$ cat config.mk
export PLATFORM = sky130hd
export DESIGN_NAME = one_shot_timer_slot_table_core_flat
export DESIGN_NICKNAME = d
export VERILOG_FILES = /design/src/hw/rtl/otst_pkg.sv /design/src/hw/rtl/otst_if.sv /design/src/hw/rtl/one_shot_timer_slot_table_core.sv /design/src/hw/rtl/otst_slot_mem.sv /design/src/hw/rtl/otst_seq.sv /design/src/flat_wrapper.sv
export SDC_FILE = /design/constraint.sdc
export NUM_CORES = 1
export LEC_CHECK = 0
export CAP_MARGIN = 15
export CORE_MARGIN = 2
export CORE_UTILIZATION = 57
export CTS_BUF_LIST = sky130_fd_sc_hd__clkbuf_4 sky130_fd_sc_hd__clkbuf_8 sky130_fd_sc_hd__clkbuf_16
export CTS_CLUSTER_DIAMETER = 120
export DETAILED_ROUTE_END_ITERATION = 8
export DONT_BUFFER_PORTS = 1
export PLACE_DENSITY = 0.82
export SYNTH_ARGS = -nofsm -noshare
export SYNTH_HDL_FRONTEND = slang
export SYNTH_HIERARCHICAL = 1
export SYNTH_SLANG_ARGS = --single-unit
$ cat constraint.sdc
create_clock -name clk -period 5.3 [get_ports clk]
set_input_delay 0.53 -clock clk [delete_from_list [all_inputs] [get_ports clk]]
set_output_delay 0.53 -clock clk [all_outputs]
set_load 0.005 [all_outputs]
$ cat src/hw/rtl/otst_pkg.sv
// shared constants, codes and types of the one-shot timer slot table
package otst_pkg;

  localparam int NUM_SLOTS = 16;
  localparam int IDX_W     = (NUM_SLOTS > 1) ? $clog2(NUM_SLOTS) : 1;
  localparam int CNT_W     = 32;
  localparam int OP_W      = 2;
  localparam int SLOT_W    = 4;
  localparam int KIND_W    = 3;

  typedef enum logic [OP_W-1:0] {
    OP_TICK   = 2'd0,
    OP_CREATE = 2'd1,
    OP_DELETE = 2'd2
  } op_t;

  typedef enum logic [KIND_W-1:0] {
    KIND_CREATED        = 3'd0,
    KIND_CREATE_FAILED  = 3'd1,
    KIND_DELETED        = 3'd2,
    KIND_FIRED          = 3'd3,
    KIND_NONE           = 3'd4
  } kind_t;

  typedef struct packed {
    logic             wr_en;
    logic             rd_en;
    logic [IDX_W-1:0] addr;
    logic [CNT_W-1:0] wr_data;
    logic             clr_en;
    logic [IDX_W-1:0] clr_addr;
  } mem_ctl_t;

  typedef struct packed {
    logic              valid;
    kind_t             kind;
    logic [SLOT_W-1:0] id;
    logic              last;
  } emit_t;

endpackage

$ cat src/hw/rtl/otst_if.sv
// valid/ready channel interfaces for input and result words
interface otst_in_if import otst_pkg::*; ();
  logic              valid;
  logic              ready;
  logic [OP_W-1:0]   op;
  logic [CNT_W-1:0]  timeout;
  logic [SLOT_W-1:0] slot;

  modport source (output valid, output op, output timeout, output slot, input ready);
  modport sink (input valid, input op, input timeout, input slot, output ready);
endinterface

interface otst_out_if import otst_pkg::*; ();
  logic              valid;
  logic              ready;
  logic [KIND_W-1:0] kind;
  logic [SLOT_W-1:0] slot_id;
  logic              last;

  modport source (output valid, output kind, output slot_id, output last, input ready);
  modport sink (input valid, input kind, input slot_id, input last, output ready);
endinterface

$ cat src/hw/rtl/one_shot_timer_slot_table_core.sv
// top level of the one-shot timer slot table
//
// in_ch takes one word at a time: op tick, create (timeout) or delete (slot).
// out_ch returns result words (kind, slot_id, last); last marks the final
// word of the run that one input word causes. Op code 3 gives no result.
// in_ch.ready is high only while the sequencer is idle; one item at a time.
// Delete and zero-timeout create: result loaded into the output register
// from the emit state once it is free. Create walks free flags one slot a
// cycle and ends in the emit state at the first free slot or, when the table
// is full, at the last slot. Tick: the deadline memory has one registered
// read port and a single comparator, so each slot passes a read state and a
// compare state; output stalls hold the walk. The sequencer is idle again,
// with in_ch.ready high, in the cycle after the last load.
// The output register lets the next input word be taken while the last
// result still waits; when out_ch.ready is low the walk holds at the next
// firing slot and no word is lost.
// Reset (rst_n low, synchronous) clears the tick counter, all busy flags and
// the output valid flag; deadline entries are written on create before use.
module one_shot_timer_slot_table_core import otst_pkg::*; (
  input  logic     clk,
  input  logic     rst_n,
  otst_in_if.sink  in_ch,
  otst_out_if.source out_ch
);

  emit_t                emit;
  mem_ctl_t             ctl;
  logic [CNT_W-1:0]     rd_data;
  logic [NUM_SLOTS-1:0] busy;
  logic                 out_free;
  logic                 out_valid_r;
  logic [KIND_W-1:0]    out_kind_r;
  logic [SLOT_W-1:0]    out_id_r;
  logic                 out_last_r;

  assign out_free = !out_valid_r || out_ch.ready;

  otst_seq u_seq (
    .clk        (clk),
    .rst_n      (rst_n),
    .in_valid   (in_ch.valid),
    .in_op      (in_ch.op),
    .in_timeout (in_ch.timeout),
    .in_slot    (in_ch.slot),
    .in_ready   (in_ch.ready),
    .out_free   (out_free),
    .emit       (emit),
    .ctl        (ctl),
    .rd_data    (rd_data),
    .busy       (busy)
  );

  otst_slot_mem u_mem (
    .clk     (clk),
    .rst_n   (rst_n),
    .ctl     (ctl),
    .rd_data (rd_data),
    .busy    (busy)
  );

  always_ff @(posedge clk) begin
    if (!rst_n) begin
      out_valid_r <= 1'b0;
    end else if (emit.valid) begin
      out_valid_r <= 1'b1;
    end else if (out_ch.ready) begin
      out_valid_r <= 1'b0;
    end
  end

  always_ff @(posedge clk) begin
    if (emit.valid) begin
      out_kind_r <= emit.kind;
      out_id_r   <= emit.id;
      out_last_r <= emit.last;
    end
  end

  assign out_ch.valid   = out_valid_r;
  assign out_ch.kind    = out_kind_r;
  assign out_ch.slot_id = out_id_r;
  assign out_ch.last    = out_last_r;

  // a new word never overwrites one still waiting
  a_emit_free: assert property (@(posedge clk) disable iff (!rst_n)
    emit.valid |-> out_free)
    else $error("result word loaded into a full output register");

  // the block stays busy after taking a word that has results
  a_busy_after_accept: assert property (@(posedge clk) disable iff (!rst_n)
    (in_ch.valid && in_ch.ready &&
     (in_ch.op == OP_TICK || in_ch.op == OP_CREATE || in_ch.op == OP_DELETE))
    |=> !in_ch.ready)
    else $error("input taken while an item is in progress");

  // an empty tick is always a run of one word
  a_none_last: assert property (@(posedge clk) disable iff (!rst_n)
    (emit.valid && (emit.kind == KIND_NONE)) |-> emit.last)
    else $error("empty tick result without last");

endmodule

$ cat src/hw/rtl/otst_slot_mem.sv
// deadline memory with registered read and busy flags per slot
module otst_slot_mem import otst_pkg::*; (
  input  logic                 clk,
  input  logic                 rst_n,
  input  mem_ctl_t             ctl,
  output logic [CNT_W-1:0]     rd_data,
  output logic [NUM_SLOTS-1:0] busy
);

  logic [CNT_W-1:0]     mem [NUM_SLOTS];
  logic [CNT_W-1:0]     rd_data_r;
  logic [NUM_SLOTS-1:0] busy_r;
  logic [NUM_SLOTS-1:0] busy_nxt;

  always_ff @(posedge clk) begin
    if (ctl.wr_en) begin
      mem[ctl.addr] <= ctl.wr_data;
    end
    if (ctl.rd_en) begin
      rd_data_r <= mem[ctl.addr];
    end
  end

  always_comb begin
    busy_nxt = busy_r;
    if (ctl.wr_en) begin
      busy_nxt[ctl.addr] = 1'b1;
    end
    if (ctl.clr_en) begin
      busy_nxt[ctl.clr_addr] = 1'b0;
    end
  end

  always_ff @(posedge clk) begin
    if (!rst_n) begin
      busy_r <= '0;
    end else begin
      busy_r <= busy_nxt;
    end
  end

  assign rd_data = rd_data_r;
  assign busy    = busy_r;

endmodule

$ cat src/hw/rtl/otst_seq.sv
// sequencer with the shared deadline comparator and tick counter
module otst_seq import otst_pkg::*; (
  input  logic                 clk,
  input  logic                 rst_n,
  input  logic                 in_valid,
  input  logic [OP_W-1:0]      in_op,
  input  logic [CNT_W-1:0]     in_timeout,
  input  logic [SLOT_W-1:0]    in_slot,
  output logic                 in_ready,
  input  logic                 out_free,
  output emit_t                emit,
  output mem_ctl_t             ctl,
  input  logic [CNT_W-1:0]     rd_data,
  input  logic [NUM_SLOTS-1:0] busy
);

  typedef enum logic [2:0] {
    S_IDLE,
    S_TREAD,
    S_TCMP,
    S_CFIND,
    S_EMIT
  } state_t;

  localparam logic [IDX_W-1:0] LAST_IDX = IDX_W'(NUM_SLOTS - 1);

  state_t            state_r, state_nxt;
  logic [IDX_W-1:0]  idx_r, idx_nxt;
  logic [CNT_W-1:0]  count_r, count_nxt;
  logic [CNT_W-1:0]  dl_r, dl_nxt;
  logic              pend_v_r, pend_v_nxt;
  kind_t             pend_kind_r, pend_kind_nxt;
  logic [SLOT_W-1:0] pend_id_r, pend_id_nxt;
  logic              hit;
  logic              stall;

  assign hit   = busy[idx_r] && (rd_data == count_r);
  assign stall = hit && pend_v_r && !out_free;

  always_comb begin
    state_nxt     = state_r;
    idx_nxt       = idx_r;
    count_nxt     = count_r;
    dl_nxt        = dl_r;
    pend_v_nxt    = pend_v_r;
    pend_kind_nxt = pend_kind_r;
    pend_id_nxt   = pend_id_r;
    in_ready      = (state_r == S_IDLE);
    ctl           = '0;
    emit          = '{valid: 1'b0, kind: KIND_NONE, id: '0, last: 1'b0};

    unique case (state_r)
      S_IDLE: begin
        if (in_valid) begin
          unique case (in_op)
            OP_TICK: begin
              count_nxt  = count_r + 1'b1;
              idx_nxt    = '0;
              pend_v_nxt = 1'b0;
              state_nxt  = S_TREAD;
            end
            OP_CREATE: begin
              if (in_timeout == '0) begin
                pend_kind_nxt = KIND_CREATE_FAILED;
                pend_id_nxt   = '0;
                state_nxt     = S_EMIT;
              end else begin
                dl_nxt    = count_r + in_timeout;
                idx_nxt   = '0;
                state_nxt = S_CFIND;
              end
            end
            OP_DELETE: begin
              if (32'(in_slot) < NUM_SLOTS) begin
                ctl.clr_en   = 1'b1;
                ctl.clr_addr = IDX_W'(in_slot);
              end
              pend_kind_nxt = KIND_DELETED;
              pend_id_nxt   = in_slot;
              state_nxt     = S_EMIT;
            end
            default: begin
              state_nxt = S_IDLE;
            end
          endcase
        end
      end
      S_TREAD: begin
        ctl.rd_en = 1'b1;
        ctl.addr  = idx_r;
        state_nxt = S_TCMP;
      end
      S_TCMP: begin
        if (!stall) begin
          if (hit) begin
            ctl.clr_en   = 1'b1;
            ctl.clr_addr = idx_r;
            if (pend_v_r) begin
              emit = '{valid: 1'b1, kind: KIND_FIRED, id: pend_id_r, last: 1'b0};
            end
            pend_v_nxt    = 1'b1;
            pend_kind_nxt = KIND_FIRED;
            pend_id_nxt   = SLOT_W'(idx_r);
          end
          if (idx_r == LAST_IDX) begin
            if (!hit && !pend_v_r) begin
              pend_kind_nxt = KIND_NONE;
              pend_id_nxt   = '0;
            end
            state_nxt = S_EMIT;
          end else begin
            idx_nxt   = idx_r + 1'b1;
            state_nxt = S_TREAD;
          end
        end
      end
      S_CFIND: begin
        if (!busy[idx_r]) begin
          ctl.wr_en     = 1'b1;
          ctl.addr      = idx_r;
          ctl.wr_data   = dl_r;
          pend_kind_nxt = KIND_CREATED;
          pend_id_nxt   = SLOT_W'(idx_r);
          state_nxt     = S_EMIT;
        end else if (idx_r == LAST_IDX) begin
          pend_kind_nxt = KIND_CREATE_FAILED;
          pend_id_nxt   = '0;
          state_nxt     = S_EMIT;
        end else begin
          idx_nxt = idx_r + 1'b1;
        end
      end
      S_EMIT: begin
        if (out_free) begin
          emit      = '{valid: 1'b1, kind: pend_kind_r, id: pend_id_r, last: 1'b1};
          state_nxt = S_IDLE;
        end
      end
      default: begin
        state_nxt = S_IDLE;
      end
    endcase
  end

  always_ff @(posedge clk) begin
    if (!rst_n) begin
      state_r  <= S_IDLE;
      count_r  <= '0;
      pend_v_r <= 1'b0;
      idx_r    <= '0;
    end else begin
      state_r  <= state_nxt;
      count_r  <= count_nxt;
      pend_v_r <= pend_v_nxt;
      idx_r    <= idx_nxt;
    end
  end

  always_ff @(posedge clk) begin
    dl_r        <= dl_nxt;
    pend_kind_r <= pend_kind_nxt;
    pend_id_r   <= pend_id_nxt;
  end

endmodule

$ cat src/flat_wrapper.sv
// flat-port wrapper written by rule: the top's interface ports become plain ports
module one_shot_timer_slot_table_core_flat import otst_pkg::*;
  (clk, rst_n, in_ch_valid, in_ch_op, in_ch_timeout, in_ch_slot, in_ch_ready, out_ch_valid, out_ch_kind, out_ch_slot_id, out_ch_last, out_ch_ready);
  otst_in_if in_ch_i ();
  otst_out_if out_ch_i ();
  input  logic clk;
  input  logic rst_n;
  input wire logic [$bits(in_ch_i.valid)-1:0] in_ch_valid;
  input wire logic [$bits(in_ch_i.op)-1:0] in_ch_op;
  input wire logic [$bits(in_ch_i.timeout)-1:0] in_ch_timeout;
  input wire logic [$bits(in_ch_i.slot)-1:0] in_ch_slot;
  output wire logic [$bits(in_ch_i.ready)-1:0] in_ch_ready;
  output wire logic [$bits(out_ch_i.valid)-1:0] out_ch_valid;
  output wire logic [$bits(out_ch_i.kind)-1:0] out_ch_kind;
  output wire logic [$bits(out_ch_i.slot_id)-1:0] out_ch_slot_id;
  output wire logic [$bits(out_ch_i.last)-1:0] out_ch_last;
  input wire logic [$bits(out_ch_i.ready)-1:0] out_ch_ready;
  assign in_ch_i.valid = in_ch_valid;
  assign in_ch_i.op = in_ch_op;
  assign in_ch_i.timeout = in_ch_timeout;
  assign in_ch_i.slot = in_ch_slot;
  assign in_ch_ready = in_ch_i.ready;
  assign out_ch_valid = out_ch_i.valid;
  assign out_ch_kind = out_ch_i.kind;
  assign out_ch_slot_id = out_ch_i.slot_id;
  assign out_ch_last = out_ch_i.last;
  assign out_ch_i.ready = out_ch_ready;
  one_shot_timer_slot_table_core u_core (.clk(clk), .rst_n(rst_n), .in_ch(in_ch_i), .out_ch(out_ch_i));
endmodule
# After elaboration in Yosys (flattened, before gate mapping)
# Memory sizes are Yosys's and may differ from the RTL's. A register that Yosys moved wholly into a read port is not among the register bits.
# Cells that the tools add are included.
# word_totals
mem_count,1
elab_cells,136
output_inout_bits,10
ramBits,512
register_bits,104
inputBits,42
# mem_list
name,depth,width,rd,rd_ports_with_merged_regs,wr,line_no,source
u_core.u_mem.mem,16,32,1,1,1,otst_slot_mem.sv:10,logic [CNT_W-1:0] mem [NUM_SLOTS];
# op_classes
n_eq_ne,19
reduce_logical,23
n_addsub,3
bitwise,4
n_lt_le_gt_ge,5
n_mux,69
# ops
cell,n
$mux W4,13
$mux W3,15
$mux W36,1
$mux W9,4
$add A32 B1 Y32 const B,1
$add A32 B32 Y32,1
$eq A32 B32 Y1,1
$logic_not A32 Y1,1
$mux W16,2
$mux W32,1
$pmux W4 S2,3
$pmux W4 S3,2
$mux W5,4
$pmux W3 S3,2
$pmux W9 S2,1
$and A16 B16 Y16,1
$not A16 Y16,1
$or A16 B16 Y16,1
$lt A4 B5 Y1 const B,3
$pmux W3 S5,1
$mux W1,14
$reduce_and A6 Y1,2
$ne A2 B2 Y1 const B,5
$pmux W5 S2,1
26 further kinds,42

# Longest topological paths before layout
# logic_depth
ltp_word,14
depth_mapped,11
ltp_nobuf,10

# Hierarchy
# The synthesis kept the hierarchy.
# by_module_without_submodules
module,area_per_inst_um2,cells_each,seq_area_each_um2,n_inst
otst_slot_mem,20788.7,887,16656.0,1
otst_seq,5756.8,650,1971.9,1
one_shot_timer_slot_table_core,289.0,12,260.2,1

# Worst setup path after synthesis
# No wires, ideal clock.
# synth_path
kind,reg2reg
startpoint,register u_core.u_seq.idx_r[0]
endpoint,"register u_core.u_mem.busy_r[3], in the netlist u_core/u_mem/busy[3]"
stages_incl_launch_ff,12
path_buffers,4
required_ns,5.230
t_arrival_ns,5.133
synth_period_minus_slack_ns,5.203
slack_ns,0.097
setup_time_ns,0.070
path_cell_list,dfxtp_1 buf_6 mux4_2 mux4_2 a21oi_1 and2_1 buf_6 buf_6 buf_4 nand3_1 nor3_1 o221a_1
# synth_lines
item,line_no,source
from (decl),otst_seq.sv:28,"logic [IDX_W-1:0] idx_r, idx_nxt;"
from (signal assigned),otst_seq.sv:155,idx_r <= idx_nxt;
to (signal assigned),otst_slot_mem.sv:38,busy_r <= busy_nxt;
to (decl),otst_slot_mem.sv:12,logic [NUM_SLOTS-1:0] busy_r;

==> results.md <==
- CP Max Fanout: 17
- XOR/XNOR share of the synthesized area: 2.61%
- Initial core utilization: 57.6%
- Final min period: 4.50 ns
- Synth Area in Adders: 1.61%
- Clock sinks: 648
- Drt first-iter violations: 1821
- Setup TNS: 0 ns
- Synthesized instance count: 1549
- Share of cells above drive strength 1: 18.3%
- Grt total ovfl: 0
- Final Hold Vio Count: 0
- Sequential cell area fraction in the yosys report: 70.4%
- Flops & latches, synth: 648
- CTS max path bufs: 3
- Via-to-Cell Ratio: 6.65
- Hold/Removal Path Class: input pin to register
- # port buffers: 0
- TritonCTS Buffers: 60
- Routed wire length: 63000 um
- DRC viols: 0
- Setup Viol. Count Final: 0
- Core area: 46600 um^2
- Post-CTS Resized: 0
- Avg Inst Size Synth: 17.3 um^2
- Final nets: 1652
- First-pass GRT wire length: 94400 um
- Slew Limit Headroom: 24.7%
- Wire per inst: 28.2 um
- Final cell count without fillers: 2233
- Area grow syn2layout: 10.9%
- Outcome: complete, no violations
- Clock Skews: 0.0271 ns
- DP Wirelength: 37900 um
- Setup ws final: 0.796 ns
- P_leak: 0.00951 uW
- CP arrival: 4.80 ns
- CP startpoint kind: register
- Final ANT Viol Nets: 0
- Die Area: 48800 um^2
- CTS H-tree depth: 2
- Root buffer cell: clkbuf_16
- RSZ-0062 raised after global routing: false
- Total track usage: 26.0%
- Worst-Skew Late Latency: 0.63 ns
- Row count: 79
- CTS tree: yes
- Most used cell, CP: mux4_2
- Synth Area in Compound Gates: 6.08%
- Largest net degree at the start of global routing: 87
- Crit-path cells: mux4_2, mux4_2, a21oi_1, and2_1, nand2_1, nor2_4, buf_4
- Post-synth ARST share: 0%
- Fmax: 222 MHz
- Synth Warn #: 6
- Period utilization: 85.0%
- Commonest non-fill, non-tap cells in the layout: edfxtp_1 (591), mux4_2 (133), nand2_1 (89)
- I/O pin total: 52
- Via count: 14900
- Hold path start: rst_n
- Crit path required time: 5.60 ns
- Placer Congestion: 0.908
- Die Ht: 221 um
- Kind of critical path: register to register
- Inst Count DP: 2119
- Max Slew Vio Count: 0
- Die W: 221 um
- Post-Place Worst Slack: 0.824 ns
- Slew @ Worst Pin: 1.13 ns
- Simple-Gate Fraction of Synth Area: 6.57%
- WP buf/inv: 1
- CP startpoint: u_core/u_seq/idx_r[0]
- CP Capture Type: register
- Antenna violations before repair: 1
- Multiplexer share of the synthesized area: 11.2%
- Iteration count of the initial detailed-routing pass: 5
- Clock-pin slew on the worst setup and hold paths: 0.07 ns
- Syn_nets: 1625
- Diode count: 0
- Pwr dens: 340 nW/um^2
- Top_reg_cell synth: edfxtp_1
- Critical path's slowest cell: nor2_4
- Cell family with most CP delay: simple AND/OR/NAND/NOR gates
- Netlist cell types: 66
- Largest family of logic cells by synthesized area: multiplexers
- Max Cap Violations: 0
- Synthesized area: 26800 um^2
- Most common cell after layout, fill and taps aside: edfxtp_1
- Vias in the first global route: 15000
- Post-synth EDFFs: 591
- CP peak stage delay: 0.69 ns
- Maximum VDD drop: 0.288 mV
- FF-to-FF Start: u_core/u_seq/idx_r[0]
-- flip-flops by register name, indices dropped and copies added, names as in the netlist, 3 cells and up --
register / flops
u_core/u_mem/mem: 512
u_core/u_mem/rd_data: 32
u_core/u_seq/count_r: 32
u_core/u_seq/dl_r: 32
u_core/u_mem/busy: 16
u_core/out_ch.slot_id: 4
u_core/u_seq/idx_r: 4
u_core/u_seq/pend_id_r: 4
u_core/out_ch.kind: 3
u_core/u_seq/pend_kind_r: 3
u_core/u_seq/state_r: 3
-- Yosys cell counts, types with 3 or more instances --
| library cell | number | area share (%) |
|---|---|---|
| buf_2 | 14 | 0.26 |
| inv_1 | 13 | 0.18 |
| edfxtp_1 | 591 | 66 |
| nor4_1 | 19 | 0.44 |
| nor3_2 | 3 | 0.11 |
| dfxtp_1 | 57 | 4.3 |
| xnor2_1 | 29 | 0.95 |
| xor2_1 | 51 | 1.7 |
| o21a_1 | 8 | 0.22 |
| nor2_1 | 66 | 0.92 |
| nand4_1 | 15 | 0.35 |
| a211oi_1 | 9 | 0.25 |
| o2111ai_1 | 3 | 0.098 |
| ha_1 | 33 | 1.5 |
| a22o_1 | 5 | 0.16 |
| o221a_1 | 16 | 0.67 |
| nand2_1 | 89 | 1.2 |
| and3_1 | 9 | 0.21 |
| mux4_2 | 133 | 11 |
| nand2b_1 | 13 | 0.30 |
| or2_2 | 5 | 0.12 |
| nor3_1 | 17 | 0.32 |
| clkbuf_1 | 40 | 0.56 |
| o21ai_0 | 30 | 0.56 |
| a21oi_1 | 43 | 0.80 |
| nand3b_1 | 4 | 0.11 |
| a22oi_1 | 69 | 1.9 |
| a211o_1 | 5 | 0.16 |
| and2_1 | 49 | 1.1 |
| or3_1 | 9 | 0.21 |
| buf_6 | 10 | 0.42 |
| nand3_1 | 19 | 0.35 |
| nor2b_1 | 9 | 0.21 |
| o31ai_1 | 3 | 0.084 |
| o211ai_1 | 3 | 0.084 |
| a31oi_1 | 4 | 0.093 |
| a21o_1 | 16 | 0.45 |
-- cell families after synthesis --
family,Yosys count
buffers and inverters,83
multiplexers,134
flip-flops,648
AO/OA/AOI/OAI,230
adder cells (fa/ha/maj),34
XOR/XNOR,80
AND/OR/NAND/NOR,340
-- power by group --
part | total, uW | switching [uW] | internal, uW
registers | 5580 | 26.8 | 5560
clock network | 4320 | 1870 | 2450
logic | 210 | 134 | 76.0
total | 10100 | 2030 | 8080
-- layer usage --
metal	up-vias	track usage, %	share of wire (%)
met4	2	12.8	4.8
met1	7635	34.5	38
li1	6283	-	-
met3	163	4.41	8.5
met5	-	0	0.021
met2	773	42.2	49
-- path summary, 6_finish.rpt --
kind	slack (ns)	cells after the start	to
min reg2reg	0.53	2	u_core/u_seq/pend_v_r
max reg2reg	0.80	7	u_core/u_mem/mem[12][8]
max	0.80	7	u_core/u_mem/mem[12][8]
min	0.04	1	u_core/u_seq/count_r[13]
-- area by class of cell --
cell class,count,area [um^2]
multi-input combinational,818,7690
timing repair buffer,33,388
fill,2990,16800
inverter,15,56.3
clock buffer,71,1600
sequential,648,18900
clock inverter,41,368
tap,607,759
-- repair_timing --
item / in CTS / in global routing
hold buffers: 1 / 0
endpoints found under the hold margin: 1 / 0
buffers inserted: 0 / 0
-- metrics by stage --
stage	cell area, um^2	power, uW	hold slack (ns)	util (%)
global placement	27800	5890	0.506	59.6
detailed placement	27800	5900	0.508	59.6
finish	29800	10100	0.0361	63.9
CTS	29700	10200	0.00487	63.9
floorplan	26800	5830	0.479	-
global route	29800	10400	0.0259	63.9
No activity file was read; power rests on OpenSTA's default activity.
